**src/design/dual_countdown_game_clock_assert.svh**
```systemverilog
// Assertion macros for the dual countdown game clock.
`ifndef DUAL_COUNTDOWN_GAME_CLOCK_ASSERT_SVH
`define DUAL_COUNTDOWN_GAME_CLOCK_ASSERT_SVH

// Same-cycle implication, checked out of reset.
`define DCGC_CHK_NOW(lbl, ante, cons) \
    lbl: assert property (@(posedge i_clk) disable iff (!i_rst_n) (ante) |-> (cons)) \
        else $error("dcgc check failed");

// Next-cycle implication, checked out of reset.
`define DCGC_CHK_NEXT(lbl, ante, cons) \
    lbl: assert property (@(posedge i_clk) disable iff (!i_rst_n) (ante) |=> (cons)) \
        else $error("dcgc check failed");

`endif

```
**src/design/dcgc_pkg.sv**
```systemverilog
// Shared types and constants of the dual countdown game clock.
package dcgc_pkg;

    typedef enum logic [2:0] {
        KIND_TICK   = 3'd0,
        KIND_PAUSE  = 3'd1,
        KIND_FLIP   = 3'd2,
        KIND_TOP    = 3'd3,
        KIND_BOTTOM = 3'd4
    } t_kind;

    typedef enum logic [1:0] {
        MODE_WHITE  = 2'd0,
        MODE_BLACK  = 2'd1,
        MODE_PAUSED = 2'd2
    } t_mode;

    typedef enum logic [1:0] {
        STAT_NORMAL = 2'd0,
        STAT_WARN   = 2'd1,
        STAT_FLAG   = 2'd2
    } t_status;

    // stage load strobes
    typedef struct packed {
        logic ld1;
        logic ld2;
        logic ld3;
    } t_pipe_ctl;

    localparam int CFG_IDX_W  = 1;
    localparam int CFG_DATA_W = 16;
    localparam logic [CFG_IDX_W-1:0] REG_START_TIME = 1'b0;
    localparam logic [CFG_IDX_W-1:0] REG_WARN       = 1'b1;

    localparam logic [15:0] DEFAULT_START = 16'd1800;
    localparam logic [15:0] DEFAULT_WARN  = 16'd60;

    localparam int SECS_PER_MIN = 60;
    localparam int SECS_PER_HR  = 3600;

endpackage

```
**src/design/dcgc_state.sv**
```systemverilog
// Clock state update and the per-beat snapshot register.
module dcgc_state #(
    parameter int TIME_BITS = 16
) (
    input  logic                              i_clk,
    input  logic                              i_rst_n,
    input  dcgc_pkg::t_pipe_ctl               i_ctl,
    input  logic [2:0]                        i_kind,
    input  logic [7:0]                        i_elapsed,
    input  logic                              i_cfg_we,
    input  logic [dcgc_pkg::CFG_IDX_W-1:0]    i_cfg_idx,
    input  logic [dcgc_pkg::CFG_DATA_W-1:0]   i_cfg_wdata,
    output logic [TIME_BITS-1:0]              o_white,
    output logic [TIME_BITS-1:0]              o_black,
    output dcgc_pkg::t_mode                   o_mode,
    output logic                              o_orient,
    output logic                              o_click,
    output logic [15:0]                       o_threshold
);
    import dcgc_pkg::*;

    localparam logic [31:0] START_EXT = 32'(DEFAULT_START);
    localparam logic [TIME_BITS-1:0] RESET_COUNT = START_EXT[TIME_BITS-1:0];

    logic [TIME_BITS-1:0] r_white, n_white;
    logic [TIME_BITS-1:0] r_black, n_black;
    t_mode                r_mode, n_mode;
    t_mode                r_prev, n_prev;
    logic                 r_orient, n_orient;
    logic [15:0]          r_thr;
    logic                 n_click;

    logic [TIME_BITS-1:0] r_s1_white;
    logic [TIME_BITS-1:0] r_s1_black;
    t_mode                r_s1_mode;
    logic                 r_s1_orient;
    logic                 r_s1_click;

    logic [TIME_BITS:0]   w_diff_w;
    logic [TIME_BITS:0]   w_diff_b;
    logic [31:0]          w_wdata_ext;
    t_mode                w_target;

    assign w_diff_w    = {1'b0, r_white} - (TIME_BITS+1)'(i_elapsed);
    assign w_diff_b    = {1'b0, r_black} - (TIME_BITS+1)'(i_elapsed);
    assign w_wdata_ext = 32'(i_cfg_wdata);

    always_comb begin
        n_white  = r_white;
        n_black  = r_black;
        n_mode   = r_mode;
        n_prev   = r_prev;
        n_orient = r_orient;
        n_click  = 1'b0;
        w_target = MODE_PAUSED;
        case (i_kind)
            KIND_TICK: begin
                // borrow out means elapsed exceeded the count: stop at zero
                if (r_mode == MODE_WHITE) begin
                    n_white = w_diff_w[TIME_BITS] ? '0 : w_diff_w[TIME_BITS-1:0];
                end else if (r_mode == MODE_BLACK) begin
                    n_black = w_diff_b[TIME_BITS] ? '0 : w_diff_b[TIME_BITS-1:0];
                end
            end
            KIND_PAUSE: begin
                n_mode = (r_mode != MODE_PAUSED) ? MODE_PAUSED : r_prev;
                n_prev = r_mode;
            end
            KIND_FLIP: begin
                n_orient = ~r_orient;
            end
            KIND_TOP, KIND_BOTTOM: begin
                // a press starts the player who does not own the button
                if ((i_kind == KIND_TOP) == r_orient) begin
                    w_target = MODE_WHITE;
                end else begin
                    w_target = MODE_BLACK;
                end
                n_click = (r_mode != w_target);
                n_prev  = r_mode;
                n_mode  = w_target;
            end
            default: begin
            end
        endcase
    end

    always_ff @(posedge i_clk) begin
        if (!i_rst_n) begin
            r_white  <= RESET_COUNT;
            r_black  <= RESET_COUNT;
            r_mode   <= MODE_PAUSED;
            r_prev   <= MODE_PAUSED;
            r_orient <= 1'b1;
            r_thr    <= DEFAULT_WARN;
        end else if (i_cfg_we) begin
            if (i_cfg_idx == REG_START_TIME) begin
                r_white <= w_wdata_ext[TIME_BITS-1:0];
                r_black <= w_wdata_ext[TIME_BITS-1:0];
            end else if (i_cfg_idx == REG_WARN) begin
                r_thr <= i_cfg_wdata;
            end
        end else if (i_ctl.ld1) begin
            r_white  <= n_white;
            r_black  <= n_black;
            r_mode   <= n_mode;
            r_prev   <= n_prev;
            r_orient <= n_orient;
        end
    end

    always_ff @(posedge i_clk) begin
        if (i_ctl.ld1) begin
            r_s1_white  <= n_white;
            r_s1_black  <= n_black;
            r_s1_mode   <= n_mode;
            r_s1_orient <= n_orient;
            r_s1_click  <= n_click;
        end
    end

    assign o_white     = r_s1_white;
    assign o_black     = r_s1_black;
    assign o_mode      = r_s1_mode;
    assign o_orient    = r_s1_orient;
    assign o_click     = r_s1_click;
    assign o_threshold = r_thr;

endmodule

```
**src/design/dcgc_split.sv**
```systemverilog
// Minutes, seconds and status of one side, two register stages.
module dcgc_split #(
    parameter int TIME_BITS = 16
) (
    input  logic                  i_clk,
    input  dcgc_pkg::t_pipe_ctl   i_ctl,
    input  logic [TIME_BITS-1:0]  i_count,
    input  logic [15:0]           i_threshold,
    output logic [15:0]           o_time,
    output logic [5:0]            o_minutes,
    output logic [5:0]            o_seconds,
    output dcgc_pkg::t_status     o_status
);
    import dcgc_pkg::*;

    localparam int PW    = 2*TIME_BITS + 1;
    localparam int K_MIN = TIME_BITS + 6;
    localparam int K_HR  = TIME_BITS + 12;
    // ceil(2^k / d): exact quotient for any TIME_BITS-wide count
    localparam logic [63:0] M_MIN =
        ((64'd1 << K_MIN) + 64'(SECS_PER_MIN) - 64'd1) / 64'(SECS_PER_MIN);
    localparam logic [63:0] M_HR =
        ((64'd1 << K_HR) + 64'(SECS_PER_HR) - 64'd1) / 64'(SECS_PER_HR);
    localparam logic [TIME_BITS-1:0] C60 = TIME_BITS'(SECS_PER_MIN);

    logic [PW-1:0]        w_p_min;
    logic [PW-1:0]        w_p_hr;
    t_status              w_status;

    logic [TIME_BITS-1:0] r_cnt;
    logic [TIME_BITS-1:0] r_q;
    logic [TIME_BITS-1:0] r_h;
    t_status              r_stat;

    logic [31:0]          w_cnt_ext;
    logic [TIME_BITS-1:0] w_sec;
    logic [TIME_BITS-1:0] w_min;

    logic [15:0]          r_time;
    logic [5:0]           r_min;
    logic [5:0]           r_sec;
    t_status              r_stat_o;

    assign w_p_min = PW'(i_count) * PW'(M_MIN[TIME_BITS:0]);
    assign w_p_hr  = PW'(i_count) * PW'(M_HR[TIME_BITS:0]);

    always_comb begin
        if (i_count == '0) begin
            w_status = STAT_FLAG;
        end else if (32'(i_count) < 32'(i_threshold)) begin
            w_status = STAT_WARN;
        end else begin
            w_status = STAT_NORMAL;
        end
    end

    always_ff @(posedge i_clk) begin
        if (i_ctl.ld2) begin
            r_cnt  <= i_count;
            r_q    <= TIME_BITS'(w_p_min >> K_MIN);
            r_h    <= TIME_BITS'(w_p_hr >> K_HR);
            r_stat <= w_status;
        end
    end

    // remainders by constant multiply and subtract; both are below 60
    assign w_cnt_ext = 32'(r_cnt);
    assign w_sec     = r_cnt - r_q * C60;
    assign w_min     = r_q - r_h * C60;

    always_ff @(posedge i_clk) begin
        if (i_ctl.ld3) begin
            r_time   <= w_cnt_ext[15:0];
            r_min    <= w_min[5:0];
            r_sec    <= w_sec[5:0];
            r_stat_o <= r_stat;
        end
    end

    assign o_time    = r_time;
    assign o_minutes = r_min;
    assign o_seconds = r_sec;
    assign o_status  = r_stat_o;

endmodule

```
**src/design/dual_countdown_game_clock.sv**
```systemverilog
// Top level of the dual countdown game clock: handshake pipeline and result packing.
//
//  channel | dir | width             | content
//  --------+-----+-------------------+----------------------------------------
//  s_      | in  | tdata 8, tuser 3  | one event beat: kind, elapsed seconds
//  m_      | out | tdata 64          | one result beat per event beat
//  i_cfg_  | in  | idx 1, wdata 16   | register writes: start time, threshold
//
//  One beat per cycle sustained while m_tready stays high; each beat passes
//  the state update, reciprocal multiply and remainder stages in turn.
//  Each stage loads when empty or when the stage after it moves, so input
//  can still be taken while a finished result waits on m_tready.
//  Reset is synchronous, active low, and needs no clearing pass.
`include "dual_countdown_game_clock_assert.svh"
module dual_countdown_game_clock #(
    parameter int TIME_BITS = 16
) (
    input  logic                              i_clk,
    input  logic                              i_rst_n,
    input  logic                              s_tvalid,
    output logic                              s_tready,
    input  logic [7:0]                        s_tdata,    // [7:0] elapsed
    input  logic [2:0]                        s_tuser,    // [2:0] kind
    output logic                              m_tvalid,
    input  logic                              m_tready,
    // [15:0] white_time, [31:16] black_time, [37:32] white_minutes,
    // [43:38] white_seconds, [49:44] black_minutes, [55:50] black_seconds,
    // [57:56] white_status, [59:58] black_status, [61:60] running_side,
    // [62] white_on_bottom, [63] click
    output logic [63:0]                       m_tdata,
    input  logic                              i_cfg_we,
    input  logic [dcgc_pkg::CFG_IDX_W-1:0]    i_cfg_idx,
    input  logic [dcgc_pkg::CFG_DATA_W-1:0]   i_cfg_wdata
);
    import dcgc_pkg::*;

    t_pipe_ctl            w_ctl;
    logic                 r_v1, r_v2, r_v3;
    logic                 w_rdy1, w_rdy2, w_rdy3;

    logic [TIME_BITS-1:0] w_s1_white;
    logic [TIME_BITS-1:0] w_s1_black;
    t_mode                w_s1_mode;
    logic                 w_s1_orient;
    logic                 w_s1_click;
    logic [15:0]          w_thr;

    t_mode                r_s2_mode, r_s3_mode;
    logic                 r_s2_orient, r_s3_orient;
    logic                 r_s2_click, r_s3_click;

    logic [15:0]          w_w_time, w_b_time;
    logic [5:0]           w_w_min, w_w_sec, w_b_min, w_b_sec;
    t_status              w_w_stat, w_b_stat;

    assign w_rdy3    = !r_v3 || m_tready;
    assign w_rdy2    = !r_v2 || w_rdy3;
    assign w_rdy1    = !r_v1 || w_rdy2;
    assign w_ctl.ld3 = r_v2 && w_rdy3;
    assign w_ctl.ld2 = r_v1 && w_rdy2;
    assign w_ctl.ld1 = s_tvalid && w_rdy1;
    assign s_tready  = w_rdy1;

    always_ff @(posedge i_clk) begin
        if (!i_rst_n) begin
            r_v1 <= 1'b0;
            r_v2 <= 1'b0;
            r_v3 <= 1'b0;
        end else begin
            if (w_ctl.ld1) begin
                r_v1 <= 1'b1;
            end else if (w_ctl.ld2) begin
                r_v1 <= 1'b0;
            end
            if (w_ctl.ld2) begin
                r_v2 <= 1'b1;
            end else if (w_ctl.ld3) begin
                r_v2 <= 1'b0;
            end
            if (w_ctl.ld3) begin
                r_v3 <= 1'b1;
            end else if (m_tready) begin
                r_v3 <= 1'b0;
            end
        end
    end

    dcgc_state #(
        .TIME_BITS (TIME_BITS)
    ) u_state (
        .i_clk       (i_clk),
        .i_rst_n     (i_rst_n),
        .i_ctl       (w_ctl),
        .i_kind      (s_tuser),
        .i_elapsed   (s_tdata),
        .i_cfg_we    (i_cfg_we),
        .i_cfg_idx   (i_cfg_idx),
        .i_cfg_wdata (i_cfg_wdata),
        .o_white     (w_s1_white),
        .o_black     (w_s1_black),
        .o_mode      (w_s1_mode),
        .o_orient    (w_s1_orient),
        .o_click     (w_s1_click),
        .o_threshold (w_thr)
    );

    dcgc_split #(
        .TIME_BITS (TIME_BITS)
    ) u_split_white (
        .i_clk       (i_clk),
        .i_ctl       (w_ctl),
        .i_count     (w_s1_white),
        .i_threshold (w_thr),
        .o_time      (w_w_time),
        .o_minutes   (w_w_min),
        .o_seconds   (w_w_sec),
        .o_status    (w_w_stat)
    );

    dcgc_split #(
        .TIME_BITS (TIME_BITS)
    ) u_split_black (
        .i_clk       (i_clk),
        .i_ctl       (w_ctl),
        .i_count     (w_s1_black),
        .i_threshold (w_thr),
        .o_time      (w_b_time),
        .o_minutes   (w_b_min),
        .o_seconds   (w_b_sec),
        .o_status    (w_b_stat)
    );

    always_ff @(posedge i_clk) begin
        if (w_ctl.ld2) begin
            r_s2_mode   <= w_s1_mode;
            r_s2_orient <= w_s1_orient;
            r_s2_click  <= w_s1_click;
        end
        if (w_ctl.ld3) begin
            r_s3_mode   <= r_s2_mode;
            r_s3_orient <= r_s2_orient;
            r_s3_click  <= r_s2_click;
        end
    end

    assign m_tvalid = r_v3;
    assign m_tdata  = {r_s3_click, r_s3_orient, r_s3_mode, w_b_stat, w_w_stat,
                       w_b_sec, w_b_min, w_w_sec, w_w_min, w_b_time, w_w_time};

    `DCGC_CHK_NEXT(a_accept_fills, s_tvalid && s_tready, r_v1)
    `DCGC_CHK_NOW(a_click_running, m_tvalid && m_tdata[63], m_tdata[61:60] != MODE_PAUSED)
    `DCGC_CHK_NOW(a_white_range, m_tvalid, (m_tdata[37:32] < 6'd60) && (m_tdata[43:38] < 6'd60))
    `DCGC_CHK_NOW(a_black_range, m_tvalid, (m_tdata[49:44] < 6'd60) && (m_tdata[55:50] < 6'd60))

endmodule
```
**config.mk**
```make
export PLATFORM = sky130hd
export DESIGN_NAME = dual_countdown_game_clock
export DESIGN_NICKNAME = d
export VERILOG_FILES = /design/src/design/dcgc_pkg.sv /design/src/design/dcgc_state.sv /design/src/design/dcgc_split.sv /design/src/design/dual_countdown_game_clock.sv
export VERILOG_INCLUDE_DIRS = /design/src /design/src/design
export SDC_FILE = /design/constraint.sdc
export NUM_CORES = 1
export LEC_CHECK = 0
export ABC_CLOCK_PERIOD_IN_PS = 12350
export BUFFER_PORTS_ARGS = -buffer_cell sky130_fd_sc_hd__buf_2
export CORE_ASPECT_RATIO = 0.6
export CORE_MARGIN = 1.5
export CORE_UTILIZATION = 55
export DETAILED_ROUTE_END_ITERATION = 8
export PLACE_DENSITY = 0.72
export SLEW_MARGIN = 20
export SYNTH_ARGS = -nofsm -noshare
export SYNTH_HDL_FRONTEND = slang
export SYNTH_HIERARCHICAL = 1
export SYNTH_SLANG_ARGS = --single-unit
```
**constraint.sdc**
```tcl
create_clock -name i_clk -period 12.35 [get_ports i_clk]
set_clock_uncertainty 0.15 [all_clocks]
set_input_delay 0.6175 -clock i_clk [delete_from_list [all_inputs] [get_ports i_clk]]
set_output_delay 0.6175 -clock i_clk [all_outputs]
set_load 0.01 [all_outputs]
```
==> summary.md, run 1 <==
| Metric | Value |
|---|---|
| GRT Overall Usage | 0.286 |
| Most area-consuming cells after synthesis | ha_1 29%, edfxtp_1 22%, fa_1 13% |
| Area growth syn-to-layout | 8.60% |
| Syn avg cell area | 10.4 um^2 |
| Fin area | 23600 um^2 |
| Synth Warn # | 6 |
| Final min period | 5.83 ns |
| Worst skew pair latency | 0.54 ns |
| Reg area | 5810 um^2 |
| Pwr dens | 181 nW/um^2 |
| Class of the worst hold path | primary input to flip-flop |
| Hold Fails Final Rpt | 0 |
| Critical path fanouts, max | 10 |
| Fillers | 3254 |
| Setup violators final | 0 |
| Root Driver | clkbuf_16 |
| Nets | 2870 |
| Core area | 39000 um^2 |
| WS Path Type | flip-flop to flip-flop |
| Die ar. | roughly 40000 um^2 |
| Die X-Extent | 259 um |
| Status | finished, final reports clean |
| Core Rows | 56 |
| Net Switching | 1.87 mW |
| Pin slew with the least headroom to its limit | 1.01 ns |
| Hold WS | 0.161 ns |
| Setup TNS | 0 ns |
| Post-CTS Hold Fix Bufs | 0 |
| Multi-input gate area | around 14000 um^2 |
| TritonCTS buffer count | 23 |
| Slew headroom | 0.315 |
| Post-CTS Resized | 0 |
| RSZ-0062 raised after global routing | false |
| Vias per Instance | 5.87 |
| CP required | 12.48 ns |
| Clock Pin Slew Worst Setup and Hold Paths | ~0.060 ns |
| Pre-antenna DRT Iters | 8 |
| Die Y | approximately 160 um |
| Via Count | 16000 |
| Initial Utilization | 0.557 |
| Synth Flop Type | edfxtp_1 |
| Hpwl dp | about 46000 um |
| Unique cell type count in the Yosys netlist | 90 |
| Cells after Synth | 2093 |
| I/O Buffers | 98 |
| Total wire length | 57100 um |
| Dominant cell type by area after synthesis | ha_1 |
| Clock Sink Count | 212 |
| I/O Pins | 99 |
| Worst ir drop on vdd | 0.000107 V |
| Post-synth EDFFs | 156 |
| Reg power frac | 0.224 |
| Layout cell share with drive strength beyond 1 | 0.0807 |
| Post-DRT Antenna Nets | 0 |
| Post-CTS Setup Inserts | 0 |
| H-tree Lvls | 1 |
| Mapped cell area | between 20000 and 25000 um^2 |
| Arrival time at the worst endpoint | 5.97 ns |
| Remaining DRCs | 0 |
| Logic pwr share | 0.599 |
| Final Cycle Share | 0.472 |
| P_int | 2.39 mW |
| 1st-iter DRT viols | between 1500 and 2000 |
| Initial antenna violation count | 2 |
| Total gr overflow | 0 |
| Clk buf depth | 3 |
| Setup crit start kind | flip-flop |
| Achievable Freq | about 170 MHz |
| DR WL/cell | around 21 um |
| Slew Limit Fails | 0 |
| CTS tree | yes |
| Clk network pwr share | 0.177 |
| Switching Fraction | 0.438 |
| Net count after synthesis | 2775 |
| Leak | 11.6 nW |
| Area share of the largest cell type after synthesis | 0.292 |
| Sequential area share after synthesis | 0.268 |
| GPL Wtd Cong | ~0.95 |
| Post-DP Area | 22800 um^2 |
| Post-synthesis register bit count | around 210 |
| First-pass GRT wire length | 88600 um |
| Max-cap violations | 0 |
| Crit end category | flip-flop |
| Vias in the first global route | 15800 |
| Largest net degree at the start of global routing | 61 |
| FFs w/ async S/R, synth | 0 |
-- worst paths after layout --
path / depth (start not counted) / endpoint / slack, ns / start
max: 18 / u_split_black/r_h[0] / 6.52 / u_state/o_black[9]
min: 3 / u_state/o_threshold[2] / 0.16 / i_cfg_wdata[2]
max reg2reg: 18 / u_split_black/r_h[0] / 6.52 / u_state/o_black[9]
min reg2reg: 0 / r_s2_mode[0] / 0.27 / u_state/o_mode[0]
-- power by group through the flow --
stage | clock (mW) | combinational, mW | sequential, mW
6_report | 0.755 | 2.55 | 0.952
5_1_grt | 0.795 | 2.90 | 0.957
4_1_cts | 0.768 | 2.53 | 0.948
3_5_place_dp | 0 | 2.50 | 0.963
3_3_place_gp | 0 | 2.41 | 0.962
2_1_floorplan | 0 | 1.85 | 0.937
-- cell families after synthesis --
kind of cell	share of synthesized area
mux	0.00530
compound gates	0.114
simple gates	0.0880
flops	0.268
fa+ha+maj	0.423
buf+inv	0.0694
xor+xnor	0.0327
-- synth_stat cells (10+ instances only) --
cell	instances
fa_1	142
a31oi_1	11
dfxtp_1	56
nor2_1	91
o211ai_1	10
a211oi_1	21
a21o_1	40
xnor2_1	54
edfxtp_1	156
clkbuf_1	22
nor2b_1	19
nand4_1	25
or3_1	10
inv_1	361
o21ai_0	59
ha_1	507
nand2_1	114
o21a_1	20
xor2_1	27
a21oi_1	103
nand3_1	39
nand2b_1	15
nor3_1	25
-- cells in the final DEF (no fill, tap or decap), types with 6 or more instances in the layout --
master     synthesis  routed
nand2_1          114     114
o31ai_1            7       7
nor2_1            91      91
and2_1             7       7
nor2b_1           19      16
o21ai_0           59      59
edfxtp_1         156     156
nor4_1             6       6
nor3_1            25      25
buf_2              1      98
inv_1            361     361
o21a_1            20      20
xor2_1            27      27
clkbuf_16          0      24
xnor2_1           54      54
ha_1             507     507
a211oi_1          21      21
nand2b_1          15      15
a21o_1            40      40
fa_1             142     142
a221oi_1           6       6
a21oi_1          103     102
o2111ai_1          8       8
or3_1             10      10
nand3_1           39      39
o211ai_1          10      10
dfxtp_1           56      56
a31oi_1           11      11
nand4_1           25      25
mux2i_1            7       7
-- routing by layer --
layer,global-route usage,part of all wire,vias to the layer above
met4,0.0515,0.017,0
met2,0.380,0.38,710
met3,0.0824,0.11,67
met5,0,0,-
li1,-,-,7534
met1,0.452,0.50,7721
-- final cells by class --
class / instances / area share
multi-input combinational: 1488 / 0.612
sequential: 212 / 0.246
inverter: 361 / 0.0575
clock buffer: 32 / 0.0280
tap: 522 / 0.0277
timing repair buffer: 102 / 0.0221
clock inverter: 10 / 0.00637
antenna: 2 / 0.000212
-- sequential cells by signal, summed over array words and instances, names as in the netlist, 4 cells and up --
register                 flops
u_split_black/r_h            4
u_state/o_white             16
u_split_black/r_q            6
u_split_black/o_seconds      4
u_split_white/r_q            6
u_split_white/o_seconds      4
u_state/r_black             16
u_state/r_white             16
u_split_black/r_cnt         16
u_state/o_black             16
u_split_black/o_time        16
u_split_black/o_minutes      6
u_split_white/r_cnt         16
u_split_white/o_minutes      6
u_split_white/o_time        16
u_state/o_threshold         16
u_split_white/r_h            4
-- worst max-delay path, stage by stage, from the launching register on --
cell      delay (ns)
edfxtp_1        0.66
inv_1           0.22
ha_1            0.36
ha_1            0.35
inv_1           0.07
fa_1            0.54
inv_1           0.06
fa_1            0.50
fa_1            0.54
inv_1           0.06
fa_1            0.53
inv_1           0.04
ha_1            0.31
nand4_1         0.20
nor4_1          0.45
nand4_1         0.15
o211ai_1        0.18
a21oi_1         0.07
xnor2_1         0.12
-- stage by stage --
| step | setup slack [ns] | std cells | utilization | total power [mW] |
|---|---|---|---|---|
| floorplan | 7.25 | 2093 | - | 2.79 |
| global placement | 6.72 | 2685 | 0.584 | 3.37 |
| detailed placement | 6.60 | 2685 | 0.584 | 3.46 |
| CTS | 6.57 | 2727 | 0.605 | 4.24 |
| global route | 6.12 | 2729 | 0.605 | 4.66 |
| finish | 6.52 | 2729 | 0.605 | 4.26 |
Note: power is estimated with default switching activity, not from simulation.
==> run 2, diff against run 1 <==
ABC_CLOCK_PERIOD_IN_PS = 6100   (was 12350)
clock period = 6.1 ns   (was 12.35 ns; I/O delays follow)
==> run 2 against run 1 <==
- fmax rose by 4.8%
- sequential power rose by 100%
- worst hold slack got worse by 0.091 ns
- total power rose by 100%
- routed wire length rose by 1.2%
- first-iteration DRC count rose by 3.3%
- cell count rose by 1.5%
- critical path depth fell by 4
- via count rose by 1.2%
- design area rose by 1.3%
- setup slack got worse by 6.0 ns
==> summary.md, run 2 (synthesis results as in run 1) <==
| Metric | Value |
|---|---|
| Status | finished, final reports clean |
| Total wire length | 57700 um |
| Hold Fails Final Rpt | 0 |
| Initial antenna violation count | 2 |
| Commonest non-fill, non-tap cells in the layout | 507 x ha_1, 361 x inv_1, 156 x edfxtp_1 |
| Die Y | around 160 um |
| Remaining DRCs | 0 |
| Via Count | 16200 |
| Multi-input gate area | 14400 um^2 |
| Pin slew with the least headroom to its limit | between 0.9 and 1 ns |
| Reg2Reg Depth | 14 |
| Setup TNS | 0 ns |
| Hpwl dp | 46900 um |
| Post-CTS Hold Fix Bufs | 19 |
| Most common cell after layout, fill and taps aside | ha_1 |
| Pre-antenna DRT Iters | 6 |
| Hold WS | 0.0698 ns |
| Root Driver | clkbuf_16 |
| Clk buf depth | 3 |
| Layout cell share with drive strength beyond 1 | 0.0895 |
| Total gr overflow | 0 |
| I/O Buffers | between 90 and 100 |
| Hold Crit Depth | 3 |
| H-tree Lvls | 1 |
| Clock Pin Slew Worst Setup and Hold Paths | 0.07 ns |
| Die ar. | 40700 um^2 |
| Class of the worst hold path | primary input to flip-flop |
| Setup crit start kind | flip-flop |
| Final min period | 5.56 ns |
| GRT Overall Usage | 0.288 |
| Setup violators final | 0 |
| Post-CTS Setup Inserts | 0 |
| Nets | 2912 |
| Area growth syn-to-layout | 10.1% |
| Worst skew pair latency | ~0.53 ns |
| Slew Limit Fails | 0 |
| TritonCTS buffer count | 22 |
| Largest net degree at the start of global routing | between 60 and 70 |
| First-pass GRT wire length | 89300 um |
| I/O Pins | a little under 100 |
| Global-route met1 utilization | 0.448 |
| GPL Wtd Cong | 0.950 |
| Pwr dens | 357 nW/um^2 |
| Slew headroom | 0.353 |
| Core Rows | 56 |
| Busiest grt layer | met1 |
| M3 GR Usage | 0.0930 |
| Reg area | 5810 um^2 |
| CP required | 6.22 ns |
| Arrival time at the worst endpoint | 5.69 ns |
| DR WL/cell | approximately 21 um |
| RSZ-0062 raised after global routing | false |
| Core area | 39000 um^2 |
| Final Cycle Share | 0.912 |
| Post-DP Area | 22900 um^2 |
| Vias per Instance | between 5 and 6 |
| Die X-Extent | 259 um |
| WS Path Type | flip-flop to flip-flop |
| Achievable Freq | 180 MHz |
| Fin area | approximately 24000 um^2 |
| Met2 usage | 0.383 |
| Vias in the first global route | 15800 |
| Post-CTS Resized | 0 |
| Fillers | 3178 |
| Initial Utilization | 0.557 |
| Clock Sink Count | ~210 |
| Post-DRT Antenna Nets | 0 |
| Leak | approximately 12 nW |
| Worst ir drop on vdd | 0.000173 V |
| CTS tree | yes |
| Crit end category | flip-flop |
| Critical path fanouts, max | 11 |
| 1st-iter DRT viols | ~1700 |
| Max-cap violations | 0 |
[run 2: power breakdown]
group	internal, mW	switching (mW)	total [mW]
sequential	1.77	0.124	1.90
combinational	2.18	3.02	5.20
clock	0.833	0.606	1.44
[run 2: final timing paths]
path	from	to	slack, ns
worst min-delay path	s_tuser[2]	u_state/o_click	0.07
worst max-delay path	u_state/o_black[11]	u_split_black/r_h[0]	0.54
worst max register to register	u_state/o_black[11]	u_split_black/r_h[0]	0.54
worst min register to register	u_state/o_orient	r_s2_orient	0.27
[run 2: worst max-delay path, stage by stage (launching register included)]
cell and delay (ns):
edfxtp_1 0.84, inv_1 0.23, ha_1 0.37, ha_1 0.33
fa_1 0.51, fa_1 0.52, fa_1 0.49, ha_1 0.31
ha_1 0.33, nand4_1 0.18, nor4_1 0.46, nand4_1 0.18
o211ai_1 0.21, a21oi_1 0.08, xnor2_1 0.13
[run 2: routing by layer]
layer,routed length [um],part of all wire
met5,13,0.00023
met4,1040,0.018
met3,7070,0.12
met2,21600,0.37
met1,28000,0.48
[run 2: area by class of cell]
class / instances / share of cell area
Tap cell: 522 / 0.0273
Timing Repair Buffer: 145 / 0.0373
Sequential cell: 212 / 0.243
Antenna cell: 1 / 0.000105
Clock buffer: 27 / 0.0251
Inverter: 361 / 0.0567
Multi-Input combinational cell: 1488 / 0.604
Clock inverter: 13 / 0.00686
[run 2: through the flow]
| stage | power [mW] | util | cells | setup WS (ns) |
|---|---|---|---|---|
| 2_1_floorplan | 5.65 | - | 2093 | 1.00 |
| 3_3_place_gp | 6.79 | 0.589 | 2709 | 0.741 |
| 3_5_place_dp | 6.98 | 0.589 | 2709 | 0.650 |
| 4_1_cts | 8.49 | 0.613 | 2768 | 0.626 |
| 5_1_grt | 9.31 | 0.613 | 2769 | 0.377 |
| 6_report | 8.54 | 0.613 | 2769 | 0.536 |
